[src/sv/udpdt_pkg.sv]
// ----------------------------------------------------------------------------
// udpdt_pkg
// Types and constants shared by the udp port demux table and its entry store.
// ----------------------------------------------------------------------------
package udpdt_pkg;

    localparam logic [2:0] OP_CLEAR   = 3'd0;
    localparam logic [2:0] OP_ALLOC   = 3'd1;
    localparam logic [2:0] OP_BIND    = 3'd2;
    localparam logic [2:0] OP_SETADDR = 3'd3;
    localparam logic [2:0] OP_LOOKUP  = 3'd4;

    localparam logic [15:0] EPHEMERAL_FLOOR = 16'd1024;
    localparam logic [15:0] UDP_HDR_LEN     = 16'd8;

    typedef enum logic [2:0] {
        ST_IDLE,
        ST_ALLOC,
        ST_READ,
        ST_MODIFY,
        ST_LOOKUP,
        ST_FINISH
    } t_state;

    typedef struct packed {
        logic [31:0] remote_addr;
        logic [15:0] remote_port;
        logic [15:0] local_port;
        logic [15:0] peer_port;
    } t_entry;

endpackage

[src/sv/udp_port_demux_table.sv]
// ----------------------------------------------------------------------------
// udp_port_demux_table
// Table of UDP endpoints: clear, allocate, bind ports, set remote address and
// receive lookup, one operation per item and one result item per operation.
// ----------------------------------------------------------------------------
// One item is in work at a time; the input is ready again once the result is
// handed to the output register. Allocate walks the active bits one entry per
// cycle, and lookup streams the entry RAM through its single read port, one
// entry per cycle, comparing each against the datagram. A result waiting at
// the output does not hold off the next item, only its completion.
module udp_port_demux_table import udpdt_pkg::*; #(
    parameter int ENTRIES = 8
) (
    input  logic        i_clk,
    input  logic        i_rst_n,
    input  logic        i_valid,
    output logic        o_ready,
    input  logic [2:0]  i_opcode,
    input  logic [2:0]  i_entry_index,
    input  logic [31:0] i_addr,
    input  logic [15:0] i_remote_port,
    input  logic [15:0] i_local_port,
    input  logic [15:0] i_udp_length,
    output logic        o_valid,
    input  logic        i_ready,
    output logic        o_ok,
    output logic [2:0]  o_slot,
    output logic [15:0] o_bound_port,
    output logic [15:0] o_learned_peer_port,
    output logic [15:0] o_payload_length
);

    localparam int IW = (ENTRIES > 1) ? $clog2(ENTRIES) : 1;
    localparam int CW = $clog2(ENTRIES + 1);

    t_state             r_state, n_state;
    logic [2:0]         r_op, n_op;
    logic [2:0]         r_entry_idx, n_entry_idx;
    logic [31:0]        r_addr, n_addr;
    logic [15:0]        r_rport, n_rport;
    logic [15:0]        r_lport, n_lport;
    logic [15:0]        r_ulen, n_ulen;
    logic [CW-1:0]      r_scan, n_scan;
    logic               r_pend, n_pend;
    logic [IW-1:0]      r_pend_idx, n_pend_idx;
    logic [ENTRIES-1:0] r_active, n_active;
    logic [15:0]        r_next_eph, n_next_eph;
    logic               r_res_ok, n_res_ok;
    logic [2:0]         r_res_slot, n_res_slot;
    logic [15:0]        r_res_bound, n_res_bound;
    logic [15:0]        r_res_peer, n_res_peer;
    logic [15:0]        r_res_plen, n_res_plen;
    logic               r_out_valid, n_out_valid;
    logic               r_out_ok, n_out_ok;
    logic [2:0]         r_out_slot, n_out_slot;
    logic [15:0]        r_out_bound, n_out_bound;
    logic [15:0]        r_out_peer, n_out_peer;
    logic [15:0]        r_out_plen, n_out_plen;

    logic               in_fire;
    logic               out_free;
    logic               in_range;
    logic               st_clear;
    logic               st_wr_en;
    logic [IW-1:0]      st_wr_addr;
    t_entry             st_wr_data;
    logic               st_rd_en;
    logic [IW-1:0]      st_rd_addr;
    t_entry             st_rd_data;
    logic               lk_hit;
    logic               lk_last;
    logic [15:0]        lk_peer;
    logic [15:0]        plen;
    logic [15:0]        eph;
    logic [IW-1:0]      alloc_idx;
    logic               alloc_last;

    assign in_fire    = i_valid && o_ready;
    assign out_free   = !r_out_valid || i_ready;
    assign in_range   = int'(i_entry_index) < ENTRIES;
    assign alloc_idx  = r_scan[IW-1:0];
    assign alloc_last = r_scan == CW'(ENTRIES - 1);
    assign plen       = (r_ulen > UDP_HDR_LEN) ? r_ulen - UDP_HDR_LEN : '0;
    assign eph        = (r_next_eph < EPHEMERAL_FLOOR) ? EPHEMERAL_FLOOR : r_next_eph;
    assign lk_hit     = r_pend && r_active[r_pend_idx]
                        && (st_rd_data.remote_addr == '0 || st_rd_data.remote_addr == r_addr)
                        && st_rd_data.local_port == r_lport;
    assign lk_last    = r_pend_idx == IW'(ENTRIES - 1);
    assign lk_peer    = (st_rd_data.peer_port == '0) ? r_rport : st_rd_data.peer_port;

    udpdt_store #(
        .ENTRIES (ENTRIES),
        .IW      (IW)
    ) u_store (
        .i_clk     (i_clk),
        .i_rst_n   (i_rst_n),
        .i_clear   (st_clear),
        .i_wr_en   (st_wr_en),
        .i_wr_addr (st_wr_addr),
        .i_wr_data (st_wr_data),
        .i_rd_en   (st_rd_en),
        .i_rd_addr (st_rd_addr),
        .o_rd_data (st_rd_data)
    );

    // next state
    always_comb begin
        n_state = r_state;
        case (r_state)
            ST_IDLE: begin
                if (in_fire) begin
                    case (i_opcode)
                        OP_CLEAR:            n_state = ST_FINISH;
                        OP_ALLOC:            n_state = ST_ALLOC;
                        OP_BIND, OP_SETADDR: n_state = in_range ? ST_READ : ST_FINISH;
                        OP_LOOKUP:           n_state = ST_LOOKUP;
                        default:             n_state = ST_FINISH;
                    endcase
                end
            end
            ST_ALLOC: begin
                if (!r_active[alloc_idx] || alloc_last) begin
                    n_state = ST_FINISH;
                end
            end
            ST_READ:   n_state = ST_MODIFY;
            ST_MODIFY: n_state = ST_FINISH;
            ST_LOOKUP: begin
                if (r_pend && (lk_hit || lk_last)) begin
                    n_state = ST_FINISH;
                end
            end
            ST_FINISH: begin
                if (out_free) begin
                    n_state = ST_IDLE;
                end
            end
            default: n_state = ST_IDLE;
        endcase
    end

    // datapath and store control
    always_comb begin
        n_op        = r_op;
        n_entry_idx = r_entry_idx;
        n_addr      = r_addr;
        n_rport     = r_rport;
        n_lport     = r_lport;
        n_ulen      = r_ulen;
        n_scan      = r_scan;
        n_pend      = r_pend;
        n_pend_idx  = r_pend_idx;
        n_active    = r_active;
        n_next_eph  = r_next_eph;
        n_res_ok    = r_res_ok;
        n_res_slot  = r_res_slot;
        n_res_bound = r_res_bound;
        n_res_peer  = r_res_peer;
        n_res_plen  = r_res_plen;
        n_out_valid = r_out_valid && !i_ready;
        n_out_ok    = r_out_ok;
        n_out_slot  = r_out_slot;
        n_out_bound = r_out_bound;
        n_out_peer  = r_out_peer;
        n_out_plen  = r_out_plen;
        st_clear    = 1'b0;
        st_wr_en    = 1'b0;
        st_wr_addr  = IW'(r_entry_idx);
        st_wr_data  = st_rd_data;
        st_rd_en    = 1'b0;
        st_rd_addr  = IW'(r_entry_idx);
        case (r_state)
            ST_IDLE: begin
                if (in_fire) begin
                    n_op        = i_opcode;
                    n_entry_idx = i_entry_index;
                    n_addr      = i_addr;
                    n_rport     = i_remote_port;
                    n_lport     = i_local_port;
                    n_ulen      = i_udp_length;
                    n_scan      = '0;
                    n_pend      = 1'b0;
                    n_res_ok    = 1'b0;
                    n_res_slot  = '0;
                    n_res_bound = '0;
                    n_res_peer  = '0;
                    n_res_plen  = '0;
                    if (i_opcode == OP_CLEAR) begin
                        st_clear = 1'b1;
                        n_active = '0;
                        n_res_ok = 1'b1;
                    end
                end
            end
            ST_ALLOC: begin
                if (!r_active[alloc_idx]) begin
                    n_active[alloc_idx] = 1'b1;
                    n_res_ok            = 1'b1;
                    n_res_slot          = 3'(alloc_idx);
                end else if (!alloc_last) begin
                    n_scan = CW'(r_scan + 1'b1);
                end
            end
            ST_READ: begin
                st_rd_en = 1'b1;
            end
            ST_MODIFY: begin
                st_wr_en   = 1'b1;
                n_res_ok   = 1'b1;
                n_res_slot = r_entry_idx;
                if (r_op == OP_BIND) begin
                    if (r_rport != '0) begin
                        st_wr_data.remote_port = r_rport;
                    end
                    if (r_lport != '0) begin
                        st_wr_data.local_port = r_lport;
                    end else begin
                        st_wr_data.local_port = eph;
                        n_next_eph            = eph + 16'd1;
                    end
                    n_res_bound = st_wr_data.local_port;
                    n_res_peer  = st_rd_data.peer_port;
                end else begin
                    st_wr_data.remote_addr = r_addr;
                end
            end
            ST_LOOKUP: begin
                st_rd_addr = r_scan[IW-1:0];
                if (int'(r_scan) < ENTRIES) begin
                    st_rd_en   = 1'b1;
                    n_scan     = CW'(r_scan + 1'b1);
                    n_pend     = 1'b1;
                    n_pend_idx = r_scan[IW-1:0];
                end else begin
                    n_pend = 1'b0;
                end
                if (lk_hit) begin
                    st_wr_en             = 1'b1;
                    st_wr_addr           = r_pend_idx;
                    st_wr_data.peer_port = lk_peer;
                    n_res_ok             = 1'b1;
                    n_res_slot           = 3'(r_pend_idx);
                    n_res_bound          = st_rd_data.local_port;
                    n_res_peer           = lk_peer;
                    n_res_plen           = plen;
                end
            end
            ST_FINISH: begin
                if (out_free) begin
                    n_out_valid = 1'b1;
                    n_out_ok    = r_res_ok;
                    n_out_slot  = r_res_slot;
                    n_out_bound = r_res_bound;
                    n_out_peer  = r_res_peer;
                    n_out_plen  = r_res_plen;
                end
            end
            default: ;
        endcase
    end

    always_ff @(posedge i_clk) begin
        if (!i_rst_n) begin
            r_state     <= ST_IDLE;
            r_scan      <= '0;
            r_pend      <= 1'b0;
            r_active    <= '0;
            r_next_eph  <= '0;
            r_out_valid <= 1'b0;
        end else begin
            r_state     <= n_state;
            r_scan      <= n_scan;
            r_pend      <= n_pend;
            r_active    <= n_active;
            r_next_eph  <= n_next_eph;
            r_out_valid <= n_out_valid;
        end
    end

    always_ff @(posedge i_clk) begin
        r_op        <= n_op;
        r_entry_idx <= n_entry_idx;
        r_addr      <= n_addr;
        r_rport     <= n_rport;
        r_lport     <= n_lport;
        r_ulen      <= n_ulen;
        r_pend_idx  <= n_pend_idx;
        r_res_ok    <= n_res_ok;
        r_res_slot  <= n_res_slot;
        r_res_bound <= n_res_bound;
        r_res_peer  <= n_res_peer;
        r_res_plen  <= n_res_plen;
        r_out_ok    <= n_out_ok;
        r_out_slot  <= n_out_slot;
        r_out_bound <= n_out_bound;
        r_out_peer  <= n_out_peer;
        r_out_plen  <= n_out_plen;
    end

    assign o_ready             = r_state == ST_IDLE;
    assign o_valid             = r_out_valid;
    assign o_ok                = r_out_ok;
    assign o_slot              = r_out_slot;
    assign o_bound_port        = r_out_bound;
    assign o_learned_peer_port = r_out_peer;
    assign o_payload_length    = r_out_plen;

    // a failed item carries an all-zero result
    a_fail_zero: assert property (@(posedge i_clk) disable iff (!i_rst_n)
        o_valid && !o_ok |-> o_slot == '0 && o_bound_port == '0
                             && o_learned_peer_port == '0 && o_payload_length == '0)
        else $error("failed result with nonzero fields");

    // only one item in work at a time
    a_one_item: assert property (@(posedge i_clk) disable iff (!i_rst_n)
        in_fire |=> !o_ready)
        else $error("item accepted while another is in work");

    // payload length only reported on a match
    a_plen_match: assert property (@(posedge i_clk) disable iff (!i_rst_n)
        o_valid && o_payload_length != '0 |-> o_ok)
        else $error("payload length without match");

    // scan pointer never goes beyond ENTRIES, one past the last entry
    a_scan_range: assert property (@(posedge i_clk) disable iff (!i_rst_n)
        int'(r_scan) <= ENTRIES)
        else $error("scan pointer beyond table");

    // a successful allocate leaves the reported entry active
    a_alloc_active: assert property (@(posedge i_clk) disable iff (!i_rst_n)
        r_state == ST_ALLOC && !r_active[alloc_idx] |=> r_active[$past(alloc_idx)])
        else $error("allocated entry not active");

endmodule

[src/sv/udpdt_store.sv]
// ----------------------------------------------------------------------------
// udpdt_store
// Entry memory with one write and one registered read port; per-entry valid
// bits make a cleared or never-written entry read as all zero.
// ----------------------------------------------------------------------------
module udpdt_store import udpdt_pkg::*; #(
    parameter int ENTRIES = 8,
    parameter int IW      = 3
) (
    input  logic          i_clk,
    input  logic          i_rst_n,
    input  logic          i_clear,
    input  logic          i_wr_en,
    input  logic [IW-1:0] i_wr_addr,
    input  t_entry        i_wr_data,
    input  logic          i_rd_en,
    input  logic [IW-1:0] i_rd_addr,
    output t_entry        o_rd_data
);

    t_entry               r_mem [0:ENTRIES-1];
    logic [ENTRIES-1:0]   r_valid;
    t_entry               r_rd_word;
    logic                 r_rd_valid;

    always_ff @(posedge i_clk) begin
        if (!i_rst_n) begin
            r_valid    <= '0;
            r_rd_valid <= 1'b0;
        end else begin
            if (i_clear) begin
                r_valid <= '0;
            end else if (i_wr_en) begin
                r_valid[i_wr_addr] <= 1'b1;
            end
            if (i_rd_en) begin
                r_rd_valid <= r_valid[i_rd_addr];
            end
        end
    end

    always_ff @(posedge i_clk) begin
        if (i_wr_en) begin
            r_mem[i_wr_addr] <= i_wr_data;
        end
        if (i_rd_en) begin
            r_rd_word <= r_mem[i_rd_addr];
        end
    end

    assign o_rd_data = r_rd_valid ? r_rd_word : '0;

endmodule
[config.mk]
export PLATFORM = sky130hd
export DESIGN_NAME = udp_port_demux_table
export DESIGN_NICKNAME = d
export VERILOG_FILES = /design/src/sv/udpdt_pkg.sv /design/src/sv/udp_port_demux_table.sv /design/src/sv/udpdt_store.sv
export SDC_FILE = /design/constraint.sdc
export NUM_CORES = 1
export LEC_CHECK = 0
export BUFFER_PORTS_ARGS = -buffer_cell sky130_fd_sc_hd__buf_4
export CAP_MARGIN = 5
export CORE_ASPECT_RATIO = 0.5
export CORE_MARGIN = 8
export CORE_UTILIZATION = 34
export CTS_CLUSTER_SIZE = 40
export DETAILED_ROUTE_END_ITERATION = 12
export HOLD_SLACK_MARGIN = 0.1
export PLACE_DENSITY = 0.6
export SYNTH_ARGS = -nofsm -noshare
export SYNTH_HDL_FRONTEND = slang
export SYNTH_SLANG_ARGS = --single-unit
[constraint.sdc]
create_clock -name i_clk -period 18.7 [get_ports i_clk]
set_input_delay 3.74 -clock i_clk [delete_from_list [all_inputs] [get_ports i_clk]]
set_output_delay 3.74 -clock i_clk [all_outputs]
set_load 0.005 [all_outputs]
==> out/results.ini <==
[routing]
wl_per_cell_um=21.7
postRouteAntennaNets=0
drc_errors=0
vias_per_cell=5.12
routed-via-count=17100
first_iter_violations=1615
drtPass1Iterations=7
detail_route.wirelength_um=72500

[layout]
postLayoutCellArea_mm2=0.0372
flow.area_growth_from_synthesis_pct=15.6
post_route_cells_drive_above_1_share=0.248
fin_nets=2111

[timing]
worst_clock_skew_ns=0.0272
final_max_slew_viol_count=0
setup_repair_after_global_routing_missed_its_margin=no
slew_headroom=0.184
hold_viol=0
fmax_mhz=175
post-route-min-period_ns=5.72
final.setup.worst_slack_ns=12.98
sum_of_negative_setup_slack_ns=0
crit_share_post_route=0.306
worst_slew_pin_slew_ns=1.21
setup_viol_count_final=0
fin_worst_hold_slack_ns=0.417

[cts]
postCtsResizedCells=0
cts.htree.levels=3
clk_pin_slew_ns=0.06
insertion_delay_to_the_later_sink_of_the_worst_skew_pair_ns=0.63
count_of_hold_buffers_inserted_by_post_cts_repair=0
largest_buffer_count_on_any_clock_path=3
ctsRootBufferMaster=clkbuf_16
cts.repair_timing.setup_buffer_count=0
numCtsBuffers=78
cts_tree=yes
cts_num_sinks=811

[logic_synthesis]
synth_edf_count=769
postSynthRegisterBits=811
synth_async_sr_flop_share=0
synth_cell_types=62
mappedNetlistArea_mm2=0.0322
ys_top_cells_by_count=edfxtp_1, nand2_1, mux4_2
synth_top_area_frac=0.717
synth_top_area_cell=edfxtp_1
synth.top_cells.by_area=edfxtp_1, mux4_2, dfxtp_1
ys_dominant_reg_cell=edfxtp_1
syn-instance-count=1843
synth.most_common_cell=edfxtp_1
ys.warnings.count=0
syn-mean-instance-area_um2=17.5
synth_fp_nets=1936
synth_sequential_area_ratio=0.743

[global_routing]
grt_max_degree=73
grt_usage=0.135
groute.layer.met3.usage=0.0245
globalRouteMet1Util=0.188
global_route.usage.met2=0.222
global_route_wire_length_before_repair_um=109000
antenna_found_initial=4
first_global_vias=17300
leftover_overflow_at_the_end_of_global_routing=0
grt_most_used_layer=met2

[critical_path]
cp_cell_sequence=nor3_1 -> buf_4
cpMaxStageDelayCell=nor3_1
largest_fanout_of_any_net_on_the_critical_path=19
critical_path.startpoint_type=flop
required_ns=14.96
path_class=reg -> out
minimum_setup_slack_among_reg_to_reg_paths_ns=13.86
worst_r2r_dst=u_store.r_mem[7][51]$_DFFE_PP_
crit_arrival_ns=1.98
critPathCaptureType=output port
r2r_start=u_store.r_rd_valid$_SDFFE_PN0P_
max_stage_delay_ns=0.60
worst-r2r-cell-count=11

[placed_design]
gp_congestion=0.830
dp_worst_slack_ns=12.77
dp_hpwl_um=43700
port-buffer-count=143
postPlaceCellArea_mm2=0.0349

[power]
max-vdd-ir-drop_uv=83.7
power.density_mw_per_mm2=139
total_leakage_power_nw=11.9

[hold_path]
worstHoldPathType=reg -> reg
hold_path_startpoint=r_res_plen[14]$_SDFFCE_PP0P_
whs_endpoint=o_payload_length[14]$_DFFE_PP_
holdPathStages=0

[die]
floorplan.initialDensity=0.345
die_y_um=234
floorplan.die.width_um=451
floorplan.rows=79
core-area_mm2=0.0934
design.die.area_mm2=0.105
pin_count=144

[flow_run]
max_cap_viol_count=0

[outcome]
outcome=complete, no violations

==> logic make-up after synthesis <==
logic type | after synthesis | synth area share
flops | 811 | 0.743
simple gates | 422 | 0.0638
compound gates | 261 | 0.0484
mux | 206 | 0.118
buf+inv | 103 | 0.0149
xor+xnor | 37 | 0.0101
fa+ha+maj | 3 | 0.00117
==> through the flow <==
| step | total power, mW | utilization | std cells |
|---|---|---|---|
| floorplan | 3.37 | - | 1843 |
| global placement | 3.73 | 0.373 | 3193 |
| CTS | 5.24 | 0.398 | 3334 |
| finish | 5.18 | 0.398 | 3335 |
| detailed placement | 3.75 | 0.373 | 3193 |
| global route | 5.42 | 0.398 | 3335 |
==> layout make-up <==
type                            count  area [um^2]
Antenna cell                        1         2.50
Clock buffer                       99         2030
Clock inverter                     42          334
Fill cell                        8359        56200
Inverter                           22         85.1
Multi-Input combinational cell    929         7940
Sequential cell                   811        23900
Tap cell                         1255         1570
Timing Repair Buffer              176         1320
==> worst max-delay path: cells and delay by family (launching register included) <==
kind	cells	cell delay (ns)
and+or+nand+nor	1	0.60
DFF	1	0.55
buffers and inverters	1	0.22
==> state kept, by name, indices dropped and copies added (netlist names), 4 cells and up <==
register and count:
r_res_peer 16, o_learned_peer_port 16, u_store.r_rd_word 64, u_store.r_valid 8
r_res_plen 16, r_addr 32, o_payload_length 16, o_bound_port 16
r_scan 4, r_lport 16, r_active 8, r_rport 16
r_next_eph 16, r_ulen 16, u_store.r_mem 512, r_res_bound 16
==> layout by cell type (no fill, tap or decap), types with 20 or more instances in the layout <==
cell type    n
nand2_1    176
a22oi_1     20
nor4_1      22
nor2_1      85
clkbuf_16   78
a21oi_1     57
buf_4      176
mux2_2      65
edfxtp_1   769
o21ai_0    101
xnor2_1     26
dfxtp_1     41
nand3_1     27
inv_1       21
mux4_2     132
clkbuf_1    21
==> routing by layer <==
| metal | vias up | part of all wire | routed length, um |
|---|---|---|---|
| met2 | 416 | 0.48 | 34900 |
| met3 | 107 | 0.046 | 3370 |
| met4 | 2 | 0.018 | 1320 |
| met5 | - | 0.00018 | 13 |
| li1 | 7700 | - | - |
| met1 | 8841 | 0.45 | 32900 |
==> report_power, final <==
part	leakage (nW)	total (mW)	internal, mW	switching, mW
Combinational	3.23	1.14	0.485	0.655
Clock	1.15	1.49	0.828	0.657
Sequential	7.48	2.56	2.37	0.187
Total	11.9	5.18	3.68	1.50
==> worst max path at each step <==
stage	from	to	slack [ns]	cells after the start
floorplan	i_ready	o_bound_port[0]$_DFFE_PP_	12.10	2
global placement	i_valid	r_addr[26]$_DFFE_PP_	12.87	5
detailed placement	i_valid	r_addr[26]$_DFFE_PP_	12.77	5
CTS	r_state[1]$_SDFFE_PN0P_	o_ready	12.96	2
global route	r_state[1]$_SDFFE_PN0P_	o_ready	12.88	2
finish	r_state[1]$_SDFFE_PN0P_	o_ready	12.98	2
No activity file was read; power rests on OpenSTA's default activity.
